<file path="config.mk">
export PLATFORM = sky130hd
export DESIGN_NAME = mbn_chan_seq
export DESIGN_NICKNAME = d
export VERILOG_FILES = /design/src/design/mbn_pkg.sv /design/src/design/mbn_chan_seq.sv
export SDC_FILE = /design/constraint.sdc
export NUM_CORES = 1
export LEC_CHECK = 0
export BUFFER_PORTS_ARGS = -buffer_cell sky130_fd_sc_hd__buf_2
export CORE_AREA = 3 3 40 42
export DETAILED_ROUTE_END_ITERATION = 8
export DIE_AREA = 0 0 43 45
export SYNTH_ARGS = -nofsm -noshare
export SYNTH_HDL_FRONTEND = slang
export SYNTH_SLANG_ARGS = --single-unit
</file>
<file path="constraint.sdc">
create_clock -name clk_i -period 6.5 [get_ports clk_i]
set_clock_uncertainty 0.05 [all_clocks]
set_input_delay 0 -clock clk_i [delete_from_list [all_inputs] [get_ports clk_i]]
set_output_delay 0 -clock clk_i [all_outputs]
set_load 0.1 [all_outputs]
</file>
<file path="src/design/mbn_pkg.sv">
`default_nettype none

package mbn_pkg;

  localparam int MaxChannels  = 8;
  localparam int SampleBits   = 24;
  localparam int CoefFracBits = 24;

  localparam int CoefBits     = 27;
  localparam int CfgIdxBits   = 3;
  localparam int CfgDataBits  = 27;
  localparam int ChanCfgBits  = 4;
  localparam int ChanIdxBits  = 3;

  typedef enum logic [CfgIdxBits-1:0] {
    CFG_CHANNELS = 3'd0,
    CFG_COEF_B0  = 3'd1,
    CFG_COEF_B1  = 3'd2,
    CFG_COEF_B2  = 3'd3,
    CFG_COEF_A1  = 3'd4,
    CFG_COEF_A2  = 3'd5
  } cfg_reg_e;

  typedef struct packed {
    logic signed [CoefBits-1:0] b0;
    logic signed [CoefBits-1:0] b1;
    logic signed [CoefBits-1:0] b2;
    logic signed [CoefBits-1:0] a1;
    logic signed [CoefBits-1:0] a2;
  } coef_t;

  localparam logic signed [CoefBits-1:0] CoefOne = CoefBits'(1 << CoefFracBits);

endpackage

`default_nettype wire

</file>
<file path="src/design/mbn_chan_seq.sv">
`default_nettype none

module mbn_chan_seq #(
  parameter int MAX_CHANNELS = mbn_pkg::MaxChannels,
  parameter int CW           = (MAX_CHANNELS > 1) ? $clog2(MAX_CHANNELS) : 1
) (
  input  wire logic                             clk_i,
  input  wire logic                             rst_ni,
  input  wire logic                             accept_i,
  input  wire logic                             buffer_start_i,
  input  wire logic [mbn_pkg::ChanCfgBits-1:0]  chans_i,
  output logic      [CW-1:0]                    ch_o
);
  import mbn_pkg::*;

  localparam int NW = $clog2(MAX_CHANNELS + 1);
  localparam int EW = (NW > ChanCfgBits) ? NW : ChanCfgBits;

  logic [CW-1:0] cnt_q, cnt_d;
  logic [EW-1:0] chans_ext, eff, base, ch_ext, inc, nxt;

  always_comb begin
    chans_ext = EW'(chans_i);
    if (chans_ext == '0) begin
      eff = EW'(1);
    end else if (chans_ext > EW'(MAX_CHANNELS)) begin
      eff = EW'(MAX_CHANNELS);
    end else begin
      eff = chans_ext;
    end
    base   = buffer_start_i ? '0 : EW'(cnt_q);
    ch_ext = (base >= eff) ? '0 : base;
    inc    = ch_ext + EW'(1);
    nxt    = (inc >= eff) ? '0 : inc;
    cnt_d  = accept_i ? CW'(nxt) : cnt_q;
    ch_o   = CW'(ch_ext);
  end

  always_ff @(posedge clk_i or negedge rst_ni) begin
    if (!rst_ni) begin
      cnt_q <= '0;
    end else begin
      cnt_q <= cnt_d;
    end
  end

  // assigned channel always lies inside the active channel count
  assert property (@(posedge clk_i) disable iff (!rst_ni)
    accept_i |-> (ch_ext < eff))
    else $error("channel outside active count");

endmodule

`default_nettype wire

</file>
==> impl_metrics.py <==
metrics = {
    "clocking": {
        "cts_resized": 0,
        "cts_made_buffers": 3,
        "postCtsSetupBuffers": 0,
        "cts_tree": "done",
        "clock_latency_ns": 0.23,
        "clock-root-buffer": "clkbuf_4",
        "clk_path_buf_depth": 2,
        "path_clk_slew_ns": 0.04,
        "cts_hold_buf": 1,
        "cts_num_sinks": 3,
        "htreeDepth": 1,
    },
    "synthesis": {
        "syn_area_um2": 379,
        "synth_warnings": 0,
        "avgSynthCellArea_um2": 8.24,
        "synthesis.nets": 62,
        "synthDistinctLibCells": 19,
        "ys_seq_elements": 3,
        "seq_area_frac_synth_pct": 19.8,
        "syn_inst": 46,
    },
    "power": {
        "intPower_uw": 77.1,
        "p_switching_uw": 70.9,
        "p_sw_share_pct": 47.9,
        "ir_worst_vdd_uv": 160,
        "combPwrFrac_pct": 58.7,
        "clkPwrFrac_pct": 21.0,
        "p_leak_uw": 0.000283,
        "power.density_nw_per_um2": 306,
        "p_total_uw": 148,
        "pwr-share-seq_pct": 20.3,
    },
    "cells_and_area": {
        "ff_latch_area_um2": 75.1,
        "fillers": 143,
        "layout_common_cells": "buf_2, ha_1, inv_1, nor2_1",
        "multi_input_area_um2": 282,
        "nets": 78,
        "layout-drive-gt1-share_pct": 27.9,
        "reg_top3": "cnt_q x3",
        "final_common_cell": "buf_2",
        "diodes": 0,
        "top_register": "cnt_q",
        "fin_cells": 76,
        "syn2layout_area_growth_pct": 27.7,
        "largest_reg_flops": 3,
    },
    "global_route": {
        "antenna_found_initial": 0,
        "overflow": 0,
        "grt_max_degree": 6,
        "gr-usage-all-layers_pct": 9.58,
        "grt_pass1_vias": 350,
        "grt_pass1_wl_um": 1440,
    },
    "floorplanning": {
        "io_pins": 11,
        "dieArea_um2": 1940,
        "row_count": 13,
        "core_um2": 1280,
        "die_y_um": 45,
        "die_w_um": 43,
        "start_util_pct": 29.5,
    },
    "sta": {
        "max_freq_ghz": 0.323,
        "setup_ws_ns": 3.40,
        "period_needed_ns": 3.10,
        "worstMarginPinSlew_ns": 0.486,
        "final.setup.tns_ns": 0,
        "hold-worst-slack_ns": 0.0488,
        "min_period_over_period_pct": 47.7,
        "final_hold_viol_count": 0,
        "setup_violations": 0,
        "rsz0062_at_grt": "no",
        "drv_slew": 0,
        "slew_headroom_pct": 67.8,
    },
    "run": {
        "max_cap_violations": 0,
    },
    "setup_path": {
        "crit_fanout": 4,
        "critical_path.startpoint_type": "flop",
        "cp_data_arrival_time_ns": 3.21,
        "crit_type": "flop to flop",
        "crit_required_ns": 6.61,
        "end_kind": "flop",
    },
    "detailed_routing": {
        "wl_per_cell_um": 10.1,
        "dr.pass1.iters": 4,
        "drc_errors": 0,
        "vias_per_cell": 4.64,
        "drtAntennaViolNets": 0,
        "wl_um": 764,
        "vias": 353,
        "drt_iter0_markers": 6,
    },
    "status": {
        "status": "completed",
    },
    "place": {
        "place_inst": 71,
        "dp_slack_ns": 3.43,
        "gp_congestion": 0.740,
        "portBuffers": 10,
        "dp_hpwl_um": 672,
    },
    "min_path": {
        "hold_path_class": "primary input to async pin",
    },
}
-- cell usage after synthesis --
cell	instances	area, um^2
nand2b_1	2	12.5
ha_1	8	100
a2111o_1	1	11.3
a22o_1	2	17.5
inv_1	6	22.5
dfrtp_1	3	75.1
nand2_1	3	11.3
a32o_1	1	10.0
nor3_1	2	10.0
nand2_2	2	12.5
xnor2_1	1	8.76
a21o_1	2	15.0
o21ai_0	1	5.00
nor2_1	5	18.8
a21oi_1	3	15.0
nor2b_1	1	6.26
o21bai_1	1	7.51
or2_2	1	6.26
nand2b_4	1	13.8
-- per-stage QoR --
step | area (um^2) | utilization, %
finish | 484 | 37.7
global route | 484 | 37.7
CTS | 484 | 37.7
detailed placement | 448 | 34.9
global placement | 448 | 34.9
floorplan | 379 | -
-- worst paths after layout --
check	from	end	slack [ns]	depth (start not counted)
max	cnt_q[0]$_DFFE_PN0P_	cnt_q[2]$_DFFE_PN0P_	3.40	15
min	rst_ni	cnt_q[0]$_DFFE_PN0P_	0.05	2
max reg2reg	cnt_q[0]$_DFFE_PN0P_	cnt_q[2]$_DFFE_PN0P_	3.40	15
min reg2reg	cnt_q[1]$_DFFE_PN0P_	cnt_q[1]$_DFFE_PN0P_	0.48	1
max in group asynchronous	rst_ni	cnt_q[1]$_DFFE_PN0P_	6.24	2
min in group clk_i	accept_i	cnt_q[0]$_DFFE_PN0P_	0.10	3
-- kinds of logic after synthesis --
family | after synthesis | share of synthesized area [%]
DFF | 3 | 19.8
xor gates and xnor gates | 1 | 2.31
adders and majority gates | 8 | 26.4
AOI/OAI and AO/OA | 11 | 21.5
buffers and inverters | 6 | 5.94
and+or+nand+nor | 17 | 24.1
-- power groups by stage --
stage	Sequential [uW]	Clock, uW	Combinational [uW]
2_1_floorplan	28.8	0	72.1
3_3_place_gp	30.3	0	86.3
3_5_place_dp	30.1	0	86.7
4_1_cts	29.9	32.6	88.3
5_1_grt	31.1	34.5	97.2
6_report	30.1	31.1	86.9
-- worst max-delay path, stage by stage, from the launching register on --
cell,delay (ns)
dfrtp_1,0.36
nand2b_1,0.09
ha_1,0.30
nand2b_4,0.13
a2111o_1,0.45
nand2_2,0.09
nand2_1,0.07
inv_1,0.10
ha_1,0.22
xnor2_1,0.14
ha_1,0.24
or2_2,0.27
a21oi_1,0.14
a21o_1,0.15
a21o_1,0.12
a32o_1,0.11
-- routing by layer --
layer / wire [um] / vias to the layer above / GRT usage, %
li1: - / 190 / -
met1: 389 / 158 / 13.0
met2: 336 / 5 / 15.3
met3: 38 / 0 / 3.98
met4: 0 / 0 / 0
met5: 0 / - / 0
-- cell type report --
cell class              count  area share [%]
clock buffers               4            5.43
flip-flops and latches      3            15.5
well taps                  15            3.88
inverters                   6            4.65
multi-input cells          37            58.1
repair buffers             11            12.4
Power figures use the tool's default switching activity.
